$ cat src/rtl/pkt7_pkg.sv
// ----------------------------------------------------------------------------
// pkt7_pkg
// Shared types, constants and helpers for the 7-in-8 bus packet encoder.
// ----------------------------------------------------------------------------
package pkt7_pkg;

  localparam logic FUNC_START = 1'b0;
  localparam logic FUNC_DATA  = 1'b1;

  localparam logic [9:0] MAX_PAYLOAD = 10'd512;

  localparam logic [7:0] HDR_DEST   = 8'h80;
  localparam logic [7:0] HDR_AUX    = 8'h80;
  localparam logic [7:0] MSB_BIT    = 8'h80;
  localparam logic [7:0] TRAIL_MASK = 8'haa;
  localparam logic [7:0] TRAIL_MARK = 8'hc8;
  localparam logic [7:0] END_MARK   = 8'h00;

  // divide by seven as multiply by reciprocal, exact for lengths below 5461
  localparam logic [11:0] DIV7_MUL   = 12'd2341;
  localparam int          DIV7_SHIFT = 14;

  typedef logic [6:0][7:0] byte_row_t;

  // one unit of work for the back end: a header burst or a data part
  typedef struct packed {
    logic       is_hdr;
    logic       trailer;
    logic [2:0] count;
    logic [7:0] check;
    byte_row_t  bytes;
  } cmd_t;

  localparam int CMD_W = $bits(cmd_t);

  function automatic logic [7:0] sync_byte(input logic [2:0] idx);
    logic [7:0] b;
    case (idx)
      3'd0:    b = 8'hff;
      3'd1:    b = 8'h3f;
      3'd2:    b = 8'hcf;
      3'd3:    b = 8'hf3;
      3'd4:    b = 8'hfc;
      3'd5:    b = 8'hff;
      3'd6:    b = 8'hc3;
      default: b = 8'hff;
    endcase
    return b;
  endfunction

endpackage

$ cat src/rtl/pkt7_fifo.sv
// ----------------------------------------------------------------------------
// pkt7_fifo
// Small command queue between the front and back ends.
// ----------------------------------------------------------------------------
module pkt7_fifo #(
  parameter int WIDTH = 8,
  parameter int DEPTH = 2
) (
  input  logic             clk,
  input  logic             rst,
  input  logic             push,
  input  logic [WIDTH-1:0] push_data,
  output logic             full,
  input  logic             pop,
  output logic [WIDTH-1:0] pop_data,
  output logic             empty
);

  localparam int PW = (DEPTH > 1) ? $clog2(DEPTH) : 1;
  localparam int CW = $clog2(DEPTH + 1);

  logic [WIDTH-1:0] mem [DEPTH];
  logic [PW-1:0]    wr_ptr;
  logic [PW-1:0]    rd_ptr;
  logic [CW-1:0]    count;

  assign full     = (count == CW'(DEPTH));
  assign empty    = (count == '0);
  assign pop_data = mem[rd_ptr];

  always_ff @(posedge clk) begin
    if (push) begin
      mem[wr_ptr] <= push_data;
    end
  end

  always_ff @(posedge clk) begin
    if (rst) begin
      wr_ptr <= '0;
      rd_ptr <= '0;
      count  <= '0;
    end else begin
      if (push) begin
        wr_ptr <= (wr_ptr == PW'(DEPTH - 1)) ? '0 : wr_ptr + PW'(1);
      end
      if (pop) begin
        rd_ptr <= (rd_ptr == PW'(DEPTH - 1)) ? '0 : rd_ptr + PW'(1);
      end
      if (push && !pop) begin
        count <= count + CW'(1);
      end else if (pop && !push) begin
        count <= count - CW'(1);
      end
    end
  end

  a_no_overflow: assert property (@(posedge clk) disable iff (rst) !(push && full && !pop))
    else $error("push into full queue");
  a_no_underflow: assert property (@(posedge clk) disable iff (rst) !(pop && empty))
    else $error("pop from empty queue");
  a_count_range: assert property (@(posedge clk) disable iff (rst) count <= CW'(DEPTH))
    else $error("queue count out of range");

endmodule

$ cat src/rtl/pkt7_front.sv
// ----------------------------------------------------------------------------
// pkt7_front
// Accepts items, tracks packet state and collects payload parts into commands.
// ----------------------------------------------------------------------------
module pkt7_front
  import pkt7_pkg::*;
(
  input  logic       clk,
  input  logic       rst,
  input  logic       accept,
  input  logic       func,
  input  logic [7:0] data_byte,
  input  logic [6:0] src_id,
  input  logic [6:0] packet_type,
  input  logic [6:0] status_code,
  input  logic [9:0] data_length,
  output logic       push,
  output cmd_t       cmd
);

  byte_row_t  hold;
  logic [7:0] running_check;
  logic [2:0] odd_count;
  logic [6:0] groups_left;
  logic [2:0] fill_index;
  logic       in_odd_part;
  logic       packet_open;

  byte_row_t  hold_next;
  logic [7:0] running_check_next;
  logic [2:0] odd_count_next;
  logic [6:0] groups_left_next;
  logic [2:0] fill_index_next;
  logic       in_odd_part_next;
  logic       packet_open_next;

  logic [9:0]  len_c;
  logic [21:0] prod;
  logic [6:0]  len_groups;
  logic [9:0]  len_rem;
  logic [2:0]  len_odd;
  logic [2:0]  fill_inc;
  logic [6:0]  groups_dec;
  logic [7:0]  hdr_check;
  byte_row_t   hdr;

  always_comb begin
    len_c      = (data_length > MAX_PAYLOAD) ? MAX_PAYLOAD : data_length;
    prod       = 22'(len_c) * 22'(DIV7_MUL);
    len_groups = prod[DIV7_SHIFT+6:DIV7_SHIFT];
    len_rem    = len_c - (({3'b000, len_groups} << 3) - {3'b000, len_groups});
    len_odd    = len_rem[2:0];

    hdr[0] = HDR_DEST;
    hdr[1] = MSB_BIT | {1'b0, src_id};
    hdr[2] = MSB_BIT | {1'b0, packet_type};
    hdr[3] = HDR_AUX;
    hdr[4] = MSB_BIT | {1'b0, status_code};
    hdr[5] = MSB_BIT | {5'b00000, len_odd};
    hdr[6] = MSB_BIT | {1'b0, len_groups};
    hdr_check = hdr[0] ^ hdr[1] ^ hdr[2] ^ hdr[3] ^ hdr[4] ^ hdr[5] ^ hdr[6];

    fill_inc   = fill_index + 3'd1;
    groups_dec = groups_left - 7'd1;

    hold_next          = hold;
    running_check_next = running_check;
    odd_count_next     = odd_count;
    groups_left_next   = groups_left;
    fill_index_next    = fill_index;
    in_odd_part_next   = in_odd_part;
    packet_open_next   = packet_open;

    push = 1'b0;
    cmd  = '0;

    if (accept) begin
      if (func == FUNC_START) begin
        odd_count_next     = len_odd;
        groups_left_next   = len_groups;
        running_check_next = hdr_check;
        fill_index_next    = 3'd0;
        in_odd_part_next   = (len_odd != 3'd0);
        packet_open_next   = (len_c != 10'd0);
        push        = 1'b1;
        cmd.is_hdr  = 1'b1;
        cmd.trailer = (len_c == 10'd0);
        cmd.count   = 3'd7;
        cmd.check   = hdr_check;
        cmd.bytes   = hdr;
      end else if (packet_open) begin
        hold_next[fill_index] = data_byte;
        running_check_next    = running_check ^ data_byte;
        fill_index_next       = fill_inc;
        cmd.is_hdr = 1'b0;
        cmd.check  = running_check ^ data_byte;
        cmd.bytes  = hold_next;
        if (in_odd_part) begin
          if (fill_inc >= odd_count) begin
            push             = 1'b1;
            cmd.count        = odd_count;
            cmd.trailer      = (groups_left == 7'd0);
            in_odd_part_next = 1'b0;
            fill_index_next  = 3'd0;
            packet_open_next = (groups_left != 7'd0);
          end
        end else if (fill_inc == 3'd7) begin
          push             = 1'b1;
          cmd.count        = 3'd7;
          cmd.trailer      = (groups_dec == 7'd0);
          fill_index_next  = 3'd0;
          groups_left_next = groups_dec;
          packet_open_next = (groups_dec != 7'd0);
        end
      end
    end
  end

  always_ff @(posedge clk) begin
    hold <= hold_next;
  end

  always_ff @(posedge clk) begin
    if (rst) begin
      running_check <= '0;
      odd_count     <= '0;
      groups_left   <= '0;
      fill_index    <= '0;
      in_odd_part   <= 1'b0;
      packet_open   <= 1'b0;
    end else begin
      running_check <= running_check_next;
      odd_count     <= odd_count_next;
      groups_left   <= groups_left_next;
      fill_index    <= fill_index_next;
      in_odd_part   <= in_odd_part_next;
      packet_open   <= packet_open_next;
    end
  end

  a_idle_fill: assert property (@(posedge clk) disable iff (rst)
    !packet_open |-> fill_index == 3'd0)
    else $error("fill index nonzero outside packet");
  a_odd_in_packet: assert property (@(posedge clk) disable iff (rst)
    in_odd_part |-> packet_open && odd_count != 3'd0)
    else $error("odd part flagged without open packet");
  a_fill_range: assert property (@(posedge clk) disable iff (rst)
    fill_index != 3'd7)
    else $error("fill index past group size");

endmodule

$ cat src/rtl/pkt7_back.sv
// ----------------------------------------------------------------------------
// pkt7_back
// Sequences queued commands into wire bytes through a registered output.
// ----------------------------------------------------------------------------
module pkt7_back
  import pkt7_pkg::*;
(
  input  logic       clk,
  input  logic       rst,
  input  logic       q_empty,
  input  cmd_t       q_cmd,
  output logic       q_pop,
  output logic       out_valid,
  input  logic       out_stall,
  output logic [7:0] out_byte,
  output logic       run_last,
  output logic       packet_end
);

  localparam logic [1:0] PH_SYNC  = 2'd0;
  localparam logic [1:0] PH_MSB   = 2'd1;
  localparam logic [1:0] PH_BODY  = 2'd2;
  localparam logic [1:0] PH_TRAIL = 2'd3;

  cmd_t       cur;
  logic       busy;
  logic [1:0] phase;
  logic [2:0] idx;

  logic       busy_next;
  logic [1:0] phase_next;
  logic [2:0] idx_next;

  logic       load;
  logic [7:0] msb;
  logic [7:0] byte_c;
  logic       last_c;
  logic       end_c;

  assign load  = !out_valid || !out_stall;
  assign q_pop = !busy && !q_empty;

  always_comb begin
    msb = MSB_BIT;
    for (int k = 0; k < 7; k++) begin
      if (3'(k) < cur.count) begin
        msb[6-k] = cur.bytes[k][7];
      end
    end
  end

  always_comb begin
    byte_c     = 8'h00;
    last_c     = 1'b0;
    end_c      = 1'b0;
    busy_next  = busy;
    phase_next = phase;
    idx_next   = idx;
    unique case (phase)
      PH_SYNC: begin
        byte_c = sync_byte(idx);
        if (idx == 3'd6) begin
          phase_next = PH_BODY;
          idx_next   = 3'd0;
        end else begin
          idx_next = idx + 3'd1;
        end
      end
      PH_MSB: begin
        byte_c     = msb;
        phase_next = PH_BODY;
        idx_next   = 3'd0;
      end
      PH_BODY: begin
        byte_c = cur.bytes[idx] | MSB_BIT;
        if (idx == cur.count - 3'd1) begin
          idx_next = 3'd0;
          if (cur.trailer) begin
            phase_next = PH_TRAIL;
          end else begin
            last_c    = 1'b1;
            busy_next = 1'b0;
          end
        end else begin
          idx_next = idx + 3'd1;
        end
      end
      PH_TRAIL: begin
        case (idx[1:0])
          2'd0:    byte_c = cur.check | TRAIL_MASK;
          2'd1:    byte_c = {1'b0, cur.check[7:1]} | TRAIL_MASK;
          2'd2:    byte_c = TRAIL_MARK;
          default: byte_c = END_MARK;
        endcase
        if (idx[1:0] == 2'd3) begin
          last_c    = 1'b1;
          end_c     = 1'b1;
          busy_next = 1'b0;
          idx_next  = 3'd0;
        end else begin
          idx_next = idx + 3'd1;
        end
      end
      default: begin
        busy_next = 1'b0;
      end
    endcase
  end

  always_ff @(posedge clk) begin
    if (q_pop) begin
      cur <= q_cmd;
    end
    if (busy && load) begin
      out_byte   <= byte_c;
      run_last   <= last_c;
      packet_end <= end_c;
    end
  end

  always_ff @(posedge clk) begin
    if (rst) begin
      busy      <= 1'b0;
      phase     <= PH_SYNC;
      idx       <= '0;
      out_valid <= 1'b0;
    end else begin
      if (q_pop) begin
        busy  <= 1'b1;
        phase <= q_cmd.is_hdr ? PH_SYNC : PH_MSB;
        idx   <= '0;
      end else if (busy && load) begin
        busy  <= busy_next;
        phase <= phase_next;
        idx   <= idx_next;
      end
      if (load) begin
        out_valid <= busy;
      end
    end
  end

  a_end_is_marker: assert property (@(posedge clk) disable iff (rst)
    out_valid && packet_end |-> out_byte == END_MARK && run_last)
    else $error("packet end not on final marker");
  a_pop_when_idle: assert property (@(posedge clk) disable iff (rst)
    q_pop |=> busy)
    else $error("command popped but sequencer not busy");
  a_body_count: assert property (@(posedge clk) disable iff (rst)
    busy && phase == PH_BODY |-> idx < cur.count)
    else $error("body index past part length");

endmodule

$ cat src/rtl/bus_packet_group7_encoder.sv
// ----------------------------------------------------------------------------
// bus_packet_group7_encoder
// Serial bus packet encoder with 7-in-8 group coding and an XOR check.
//
// Input channel (in_valid / in_stall): func 0 starts a packet from src_id,
// packet_type, status_code and data_length (clamped to the maximum); func 1
// carries one payload byte and is dropped when no packet is open.
// Output channel (out_valid / out_stall): one wire byte per transfer;
// run_last marks the last byte caused by an input transfer, packet_end
// marks the closing 00 marker.
// A start transfer yields 14 bytes (18 for an empty packet). The payload
// transfer that completes a part of k bytes yields k+1 bytes, plus 4
// check/trailer bytes at the end of a packet. A transfer passes through
// the 2-entry command queue between front and back ends, the sequencer's
// command register and the output register. The output sequencer sends one
// byte per cycle while out_stall is low and loads a command only when idle.
// in_stall rises only when that queue is full. When out_stall is held the
// output register holds its byte and the queue fills behind it.
// Reset clears packet state, the queue and the output valid flag.
// ----------------------------------------------------------------------------
module bus_packet_group7_encoder
  import pkt7_pkg::*;
(
  input  logic       clk,
  input  logic       rst,
  input  logic       in_valid,
  output logic       in_stall,
  input  logic       func,
  input  logic [7:0] data_byte,
  input  logic [6:0] src_id,
  input  logic [6:0] packet_type,
  input  logic [6:0] status_code,
  input  logic [9:0] data_length,
  output logic       out_valid,
  input  logic       out_stall,
  output logic [7:0] out_byte,
  output logic       run_last,
  output logic       packet_end
);

  logic             accept;
  logic             push;
  cmd_t             push_cmd;
  logic             q_full;
  logic             q_empty;
  logic             q_pop;
  logic [CMD_W-1:0] q_data;
  cmd_t             q_cmd;

  assign in_stall = q_full;
  assign accept   = in_valid && !in_stall;
  assign q_cmd    = cmd_t'(q_data);

  pkt7_front u_front (
    .clk         (clk),
    .rst         (rst),
    .accept      (accept),
    .func        (func),
    .data_byte   (data_byte),
    .src_id      (src_id),
    .packet_type (packet_type),
    .status_code (status_code),
    .data_length (data_length),
    .push        (push),
    .cmd         (push_cmd)
  );

  pkt7_fifo #(
    .WIDTH (CMD_W),
    .DEPTH (2)
  ) u_queue (
    .clk       (clk),
    .rst       (rst),
    .push      (push),
    .push_data (push_cmd),
    .full      (q_full),
    .pop       (q_pop),
    .pop_data  (q_data),
    .empty     (q_empty)
  );

  pkt7_back u_back (
    .clk        (clk),
    .rst        (rst),
    .q_empty    (q_empty),
    .q_cmd      (q_cmd),
    .q_pop      (q_pop),
    .out_valid  (out_valid),
    .out_stall  (out_stall),
    .out_byte   (out_byte),
    .run_last   (run_last),
    .packet_end (packet_end)
  );

endmodule

$ cat config.mk
export PLATFORM = sky130hd
export DESIGN_NAME = bus_packet_group7_encoder
export DESIGN_NICKNAME = d
export VERILOG_FILES = /design/src/rtl/pkt7_pkg.sv /design/src/rtl/pkt7_fifo.sv /design/src/rtl/pkt7_front.sv /design/src/rtl/pkt7_back.sv /design/src/rtl/bus_packet_group7_encoder.sv
export SDC_FILE = /design/constraint.sdc
export NUM_CORES = 1
export LEC_CHECK = 0
export BUFFER_PORTS_ARGS = -buffer_cell sky130_fd_sc_hd__buf_2
export CAP_MARGIN = 0
export CELL_PAD_IN_SITES_DETAIL_PLACEMENT = 0
export CELL_PAD_IN_SITES_GLOBAL_PLACEMENT = 1
export CORE_ASPECT_RATIO = 2
export CORE_MARGIN = 2
export CORE_UTILIZATION = 47
export DETAILED_ROUTE_END_ITERATION = 6
export PLACE_DENSITY = 0.79
export SYNTH_ARGS = -nofsm -noshare
export SYNTH_HDL_FRONTEND = slang
export SYNTH_SLANG_ARGS = --single-unit
$ cat constraint.sdc
create_clock -name clk -period 5.8 [get_ports clk]
set_clock_uncertainty 0.05 [all_clocks]
set_input_delay 0.87 -clock clk [delete_from_list [all_inputs] [get_ports clk]]
set_output_delay 0.87 -clock clk [all_outputs]
set_load 0.005 [all_outputs]
==> results of run 1 <==
per-stage QoR:
stage                     util (%)  instance area, µm²  power [mW]  TNS (ps)  worst slack [ps]
after CTS                     53.9               17000        6.63         0               107
final                         54.0               17000        6.59         0               226
after global routing          54.0               17000        6.91         0              6.93
after detailed placement      51.4               16200        4.99     -2760              -452
after global placement        51.4               16200        4.95     -1800              -300
after floorplan                  -               15300        4.33      -105             -43.5
worst register-to-register path: cells and delay by family, from the launching register on:
kind,cells,cell delay [ps]
simple gates,2,1010
buf+inv,3,720
compound gates,4,580
fa+ha+maj,2,570
flops,1,550
cells in the final DEF (no fill, tap or decap), types with 4 or more instances in the layout:
master / instances
nand2_1: 62
nand2b_1: 7
o21ai_0: 30
xor2_1: 18
nor4_1: 5
o211ai_1: 11
nor3_1: 10
a21oi_1: 47
nor2b_4: 4
a211oi_1: 6
ha_1: 70
mux2i_1: 26
xnor2_1: 29
nor2_1: 53
a31oi_1: 12
inv_1: 55
a221oi_1: 4
nand3_1: 23
nor2b_1: 10
ha_4: 7
edfxtp_1: 272
buf_4: 47
or3_1: 4
o21a_1: 7
dfxtp_1: 34
clkbuf_16: 25
o22ai_1: 4
a22oi_1: 11
nand4_1: 5
clkbuf_1: 8
and2_1: 24
a21o_1: 5
a22o_1: 23
mux2_2: 124
buf_2: 54
fa_1: 10
power groups by stage:
stage | clock network, mW | logic (mW) | registers (mW)
CTS | 1.68 | 1.83 | 3.12
detailed placement | 0 | 1.82 | 3.17
global placement | 0 | 1.79 | 3.16
finish | 1.64 | 1.83 | 3.12
floorplan | 0 | 1.27 | 3.06
global route | 1.75 | 2.00 | 3.16
area by class of cell:
cell class / instances / area [µm²]
fill: 2690 / 14500
sequential: 307 / 8870
clock buffer: 33 / 656
timing repair buffer: 102 / 643
multi-input combinational: 711 / 5990
clock inverter: 11 / 115
tap: 423 / 529
inverter: 58 / 218
registers in the layout (all words and copies together), names as in the netlist, named ones only:
signal                 cells
u_back.busy                1
u_back.cur                68
u_back.idx                 3
u_back.out_byte            8
u_back.out_valid           1
u_back.packet_end          1
u_back.phase               2
u_back.run_last            1
u_front.fill_index         3
u_front.groups_left        7
u_front.hold              56
u_front.in_odd_part        1
u_front.odd_count          3
u_front.packet_open        1
u_front.running_check      8
u_queue.count              2
u_queue.mem              138
u_queue.rd_ptr             1
u_queue.wr_ptr             1
worst paths after layout:
check | end | cells after the start | slack (ps) | from
min reg2reg | u_front.odd_count[0]$_SDFFE_PP0P_ | 2 | 440 | u_front.odd_count[0]$_SDFFE_PP0P_
max reg2reg | u_queue.mem[0][48]$_DFFE_PP_ | 11 | 1950 | u_front.fill_index[0]$_SDFFE_PP0P_
max | u_queue.mem[0][57]$_DFFE_PP_ | 22 | 230 | data_length[9]
min | u_front.odd_count[0]$_SDFFE_PP0P_ | 2 | 440 | u_front.odd_count[0]$_SDFFE_PP0P_
logic make-up after synthesis:
| logic type | after synthesis | synth area share [%] |
|---|---|---|
| and+or+nand+nor | 232 | 7.72 |
| buffers and inverters | 111 | 2.82 |
| DFF | 307 | 58.7 |
| xor gates and xnor gates | 50 | 3.08 |
| muxes | 150 | 11.0 |
| AOI/OAI and AO/OA | 187 | 8.40 |
| adders and majority gates | 92 | 8.27 |
timing repair:
action,CTS,global route
hold endpoints to repair,0,0
gates resized for setup,0,7
endpoints found under the setup margin,0,3
buffers inserted,0,1
layer usage:
layer  global-route usage [%]  vias to the layer above  share of wire (%)  wire (µm)
li1                         -                     4362                  -          -
met1                     22.9                     4547                 34      12500
met2                     43.2                      202                 56      20700
met3                     2.22                       94                2.7        990
met4                     14.2                        0                7.2       2660
met5                        0                        -                  0          0
==> results.ini, run 1 <==
[power]
p_int_mw=4.55
swShare_pct=31.0
comb_power_share_pct=27.8
p_per_area_mw_per_mm2=387
clkPwrFrac_pct=24.9
irDropWorstVdd_mv=0.291
p_leak_nw=6.24
switching_power_mw=2.04
seqPwrFrac_pct=47.3

[cts]
cts_tree=yes
cts_sinks=307
cts.path.max_buffers=3
h-tree-depth=1
cts-root-buf=clkbuf_16
worst_skew_pair.late_latency_ps=540
clk_pin_slew_worst_paths_ps=70
postCtsHoldBufs=0
cts_inserted_buffers=25

[global_route]
antenna_found_initial=0
track_usage_pct=22.8
grt_max_degree=103
grt_pass1_vias=9780
gr-total-overflow=0
grt_pass1_wl_mm=56.6

[synthesis]
synth_common_cells=272 x edfxtp_1, 124 x mux2_2, 79 x ha_1, 62 x nand2_1, 58 x inv_1
synth_top_area_share_pct=54.1
syn_area_mm2=0.0151
syn_area_per_cell_um2=13.4
ys.flop_type=edfxtp_1
seq_area_frac_synth_pct=58.7
syn-num-nets=1265
ys_async_sr_fraction_pct=0
synth_area_leaders=edfxtp_1 54%, mux2_2 9.2%, ha_1 6.5%
synth_most_common_cell=edfxtp_1
synth_top_cell_by_area=edfxtp_1
synth_edf_count=272
synthDistinctLibCells=65
ys_warn_count=0
postSynthCellCount=1129
synth-seq-cells=307

[placed_design]
io_buffers=55
gp_congestion=0.971
dpl.hpwl_mm=26.8
dp_cells=1600

[setup_path]
start_kind=primary input
criticalPathCategory=in2reg
required_ps=5990
crit_family=adder cells
crit_slowest_cell=fa_2
path_cells=buf_4, nand2b_4, inv_2, ha_1, inv_1, fa_1, fa_2, inv_1, fa_2, ha_4, a2111oi_4, o21ai_2, a221oi_2, xnor2_1, ha_2, inv_2, fa_1, xnor2_2, xnor2_1, xnor3_1, nor2_2, a211oi_2
max_stage_delay_ps=610
worst_setup_path_end_kind=flip-flop
worstPathMaxFanout=10
worst-path-buf-inv=5
arrival_ps=5770

[timing]
rsz0062_at_grt=false
fin_crit_sh_pct=96.1
max_freq_ghz=0.179
fin_hold_ws_ps=442
setup_viol_count_final=0
final_hold_viol_count=0
tightest_slew_ps=1130
report.final.slew_viol_count=0
max-slew-margin-rel_pct=24.1
fin_crit_ps=5570

[route]
wl_mm=36.8
vias=9205
drt-pass1-iter-count=4
drtIter0Drc=547
wl_per_cell_um=22.4
antenna_left=0
drc_errors=0
avgViaCountPerCell=5.60

[floorplanning]
fp.dieH_um=257
die_w_um=131
core_area_mm2=0.0315
start_util_pct=47.9
num_rows=92
die_area_mm2=0.0337
pin_count=56

[layout]
n_antenna_cell=0
drive_above_1_share_pct=25.0
instances_no_fill=1645
fin_nets=1341
area_growth_pct=12.7

[flow_run]
maxCapViolations=0

[worst_hold_path]
min-delay-path-class=reg2reg

[outcome]
status=complete, no violations

Note: power is estimated with default switching activity, not from simulation.
==> run 2, diff against run 1 <==
- CORE_MARGIN: 2 -> default
- MAX_ROUTING_LAYER: default -> met4
- REMOVE_ABC_BUFFERS: default -> 1
==> run 2 against run 1 <==
Final cell count rose by 0.18%. Core utilization fell by 0.25 points. Register-to-register slack worse by 50 ps. Highest routed layer unchanged. Largest cell class unchanged. Fmax increased by 1.6%. Via count rose by 1.7%. Critical path type unchanged. Non-clock buffer count is 1 higher. Combinational power decreased by 4%. Final area is 0.46% lower. Worst setup slack better by 90 ps.
==> results.ini, run 2 (synthesis gave the netlist of run 1 again) <==
[cts]
clk_pin_slew_worst_paths_ps=70  ; about the same
cts_inserted_buffers=25  ; unchanged
cts.path.max_buffers=3  ; unchanged
cts_setup_buffers=0  ; unchanged
cts_resized=0  ; unchanged
h-tree-depth=1  ; unchanged
postCtsHoldBufs=0  ; unchanged
cts_tree=yes
cts_sinks=307  ; unchanged
cts-root-buf=clkbuf_16
worst_skew_pair.late_latency_ps=560  ; +20 ps

[route]
drt-pass1-iter-count=5  ; +1
avgViaCountPerCell=5.68  ; +1.5%
antenna_left=0  ; unchanged
drtIter0Drc=523  ; -4.4%
wl_mm=35.4  ; -3.8%
wl_per_cell_um=21.5  ; -4.0%
vias=9358  ; +1.7%
drc_errors=0  ; unchanged

[layout]
n_antenna_cell=0  ; unchanged
nFillCells=2733  ; +1.6%
final_cell_mix=272 x edfxtp_1, 124 x mux2_2, 79 x ha_1
fin_util_pct=53.7  ; -0.25 points
drive_above_1_share_pct=23.8  ; -1.1 points
reg.largest.list=u_queue.mem: 138 flops, u_back.cur: 68 flops, u_front.hold: 56 flops
top_register=u_queue.mem
layout.cells.most_common=edfxtp_1
final_area_mm2=0.0169  ; -0.46%
largest_reg_flops=138  ; unchanged
fin_nets=1342  ; +0.075%
area_growth_pct=12.2

[floorplanning]
pin_count=56  ; unchanged
start_util_pct=47.9  ; unchanged
core_area_mm2=0.0315  ; unchanged
die_area_mm2=0.0329  ; -2.3%
fp.dieH_um=255  ; -0.78%
num_rows=92  ; unchanged
die_w_um=129  ; -1.5%

[global_route]
track_usage_pct=23.0  ; +0.19 points
grt_pass1_wl_mm=54.5  ; -3.7%
antenna_found_initial=0  ; unchanged
grt_pass1_vias=9887  ; +1.1%
gr-total-overflow=0  ; unchanged
grt_max_degree=70  ; -32%

[placed_design]
place_worst_setup_slack_ps=-427  ; +24.9 ps
dpl_cell_area_mm2=0.0161  ; -0.72%
gp_congestion=0.889  ; -8.4%
dpl.hpwl_mm=25.1  ; -6.6%
io_buffers=55  ; unchanged

[setup_path]
worstPathMaxFanout=7  ; -3
start_kind=primary input
r2r-start=u_front.fill_index[0]$_SDFFE_PP0P_
arrival_ps=5870  ; +100 ps
criticalPathCategory=in2reg
worst_setup_path_end_kind=flip-flop
cp-startpoint=data_length[9]
required_ps=6190  ; +200 ps

[timing]
tightest_slew_ps=1250  ; +119 ps
report.final.slew_viol_count=0  ; unchanged
fin_crit_ps=5480  ; -89.7 ps
fin_crit_sh_pct=94.6  ; -1.5 points
max_freq_ghz=0.182  ; +1.6%
setup_viol_count_final=0  ; unchanged
final_hold_viol_count=0  ; unchanged
setup_slack_ps=316  ; +89.7 ps
max-slew-margin-rel_pct=16.2  ; -7.9 points
rsz0062_at_grt=false

[power]
irDropWorstVdd_mv=0.233  ; -20%
p_leak_nw=6.26  ; +0.30%
p_per_area_mw_per_mm2=388  ; +0.14%

[worst_hold_path]
min-delay-path-class=reg2reg
hp-start=u_front.running_check[2]$_SDFFE_PP0P_

[flow_run]
maxCapViolations=0  ; unchanged

[outcome]
status=complete, no violations

run 2: cell count changes in the layout (fill, tap and decap cells not counted), moves of 3 or more:
| cell | previous run | this run |
|---|---|---|
| fa_1 | 10 | 13 |
| ha_4 | 7 | 0 |
| fa_2 | 3 | 0 |
| clkinv_2 | 2 | 6 |
| ha_1 | 70 | 79 |
| clkbuf_1 | 8 | 2 |
| nor2b_4 | 4 | 1 |
| clkinvlp_4 | 1 | 5 |
run 2: worst max-delay path: stages:
cell and delay [ps]:
buf_2 140, nor2b_2 190, ha_1 170, inv_1 50
fa_1 470, inv_1 50, fa_1 400, ha_1 320
fa_1 470, ha_1 340, a21oi_1 200, o21bai_1 100
a221oi_2 280, xnor2_1 170, ha_1 170, inv_1 50
fa_1 470, xnor2_1 190, xnor2_1 150, xnor3_1 260
a221oi_1 300, nor2_1 60
run 2: layout make-up:
cell class / instances / area [µm²] / area share, %
well taps: 423 / 529 / 3.12
inverters: 58 / 218 / 1.29
flip-flops and latches: 307 / 8870 / 52.4
multi-input cells: 711 / 5830 / 34.4
clock buffers: 27 / 633 / 3.74
repair buffers: 103 / 661 / 3.90
clock inverters: 19 / 199 / 1.17
run 2: path summary, 6_finish.rpt:
| path | end | slack [ps] | cells after the start |
|---|---|---|---|
| worst max-delay path | u_front.running_check[1]$_SDFFE_PP0P_ | 320 | 22 |
| worst min-delay path | u_front.running_check[2]$_SDFFE_PP0P_ | 440 | 2 |
| worst max register to register | u_queue.mem[0][25]$_DFFE_PP_ | 1900 | 11 |
| worst min register to register | u_front.running_check[2]$_SDFFE_PP0P_ | 440 | 2 |
run 2: power breakdown:
group | switching (mW) | internal, mW | total [mW]
logic | 1.06 | 0.705 | 1.76
registers | 0.165 | 2.91 | 3.07
clock network | 0.799 | 0.938 | 1.74
total | 2.02 | 4.55 | 6.57
run 2: through the flow:
stage          total power [mW]  setup TNS [ps]  hold WS, ps  std cells
2_1_floorplan              4.27            -308          397       1076
3_3_place_gp               4.85           -1700          419       1602
3_5_place_dp               4.89           -2840          433       1602
4_1_cts                    6.62               0          443       1648
5_1_grt                    6.88               0          476       1648
6_report                   6.57               0          441       1648
run 2: per-layer routing:
metal	global-route usage (%)	wire, µm	share of wire [%]	up-vias
met5	-	0	0	-
met4	11.7	1780	5.0	0
met2	43.3	20100	57	243
met1	22.6	12400	35	4648
li1	-	-	-	4366
met3	2.32	1180	3.3	101
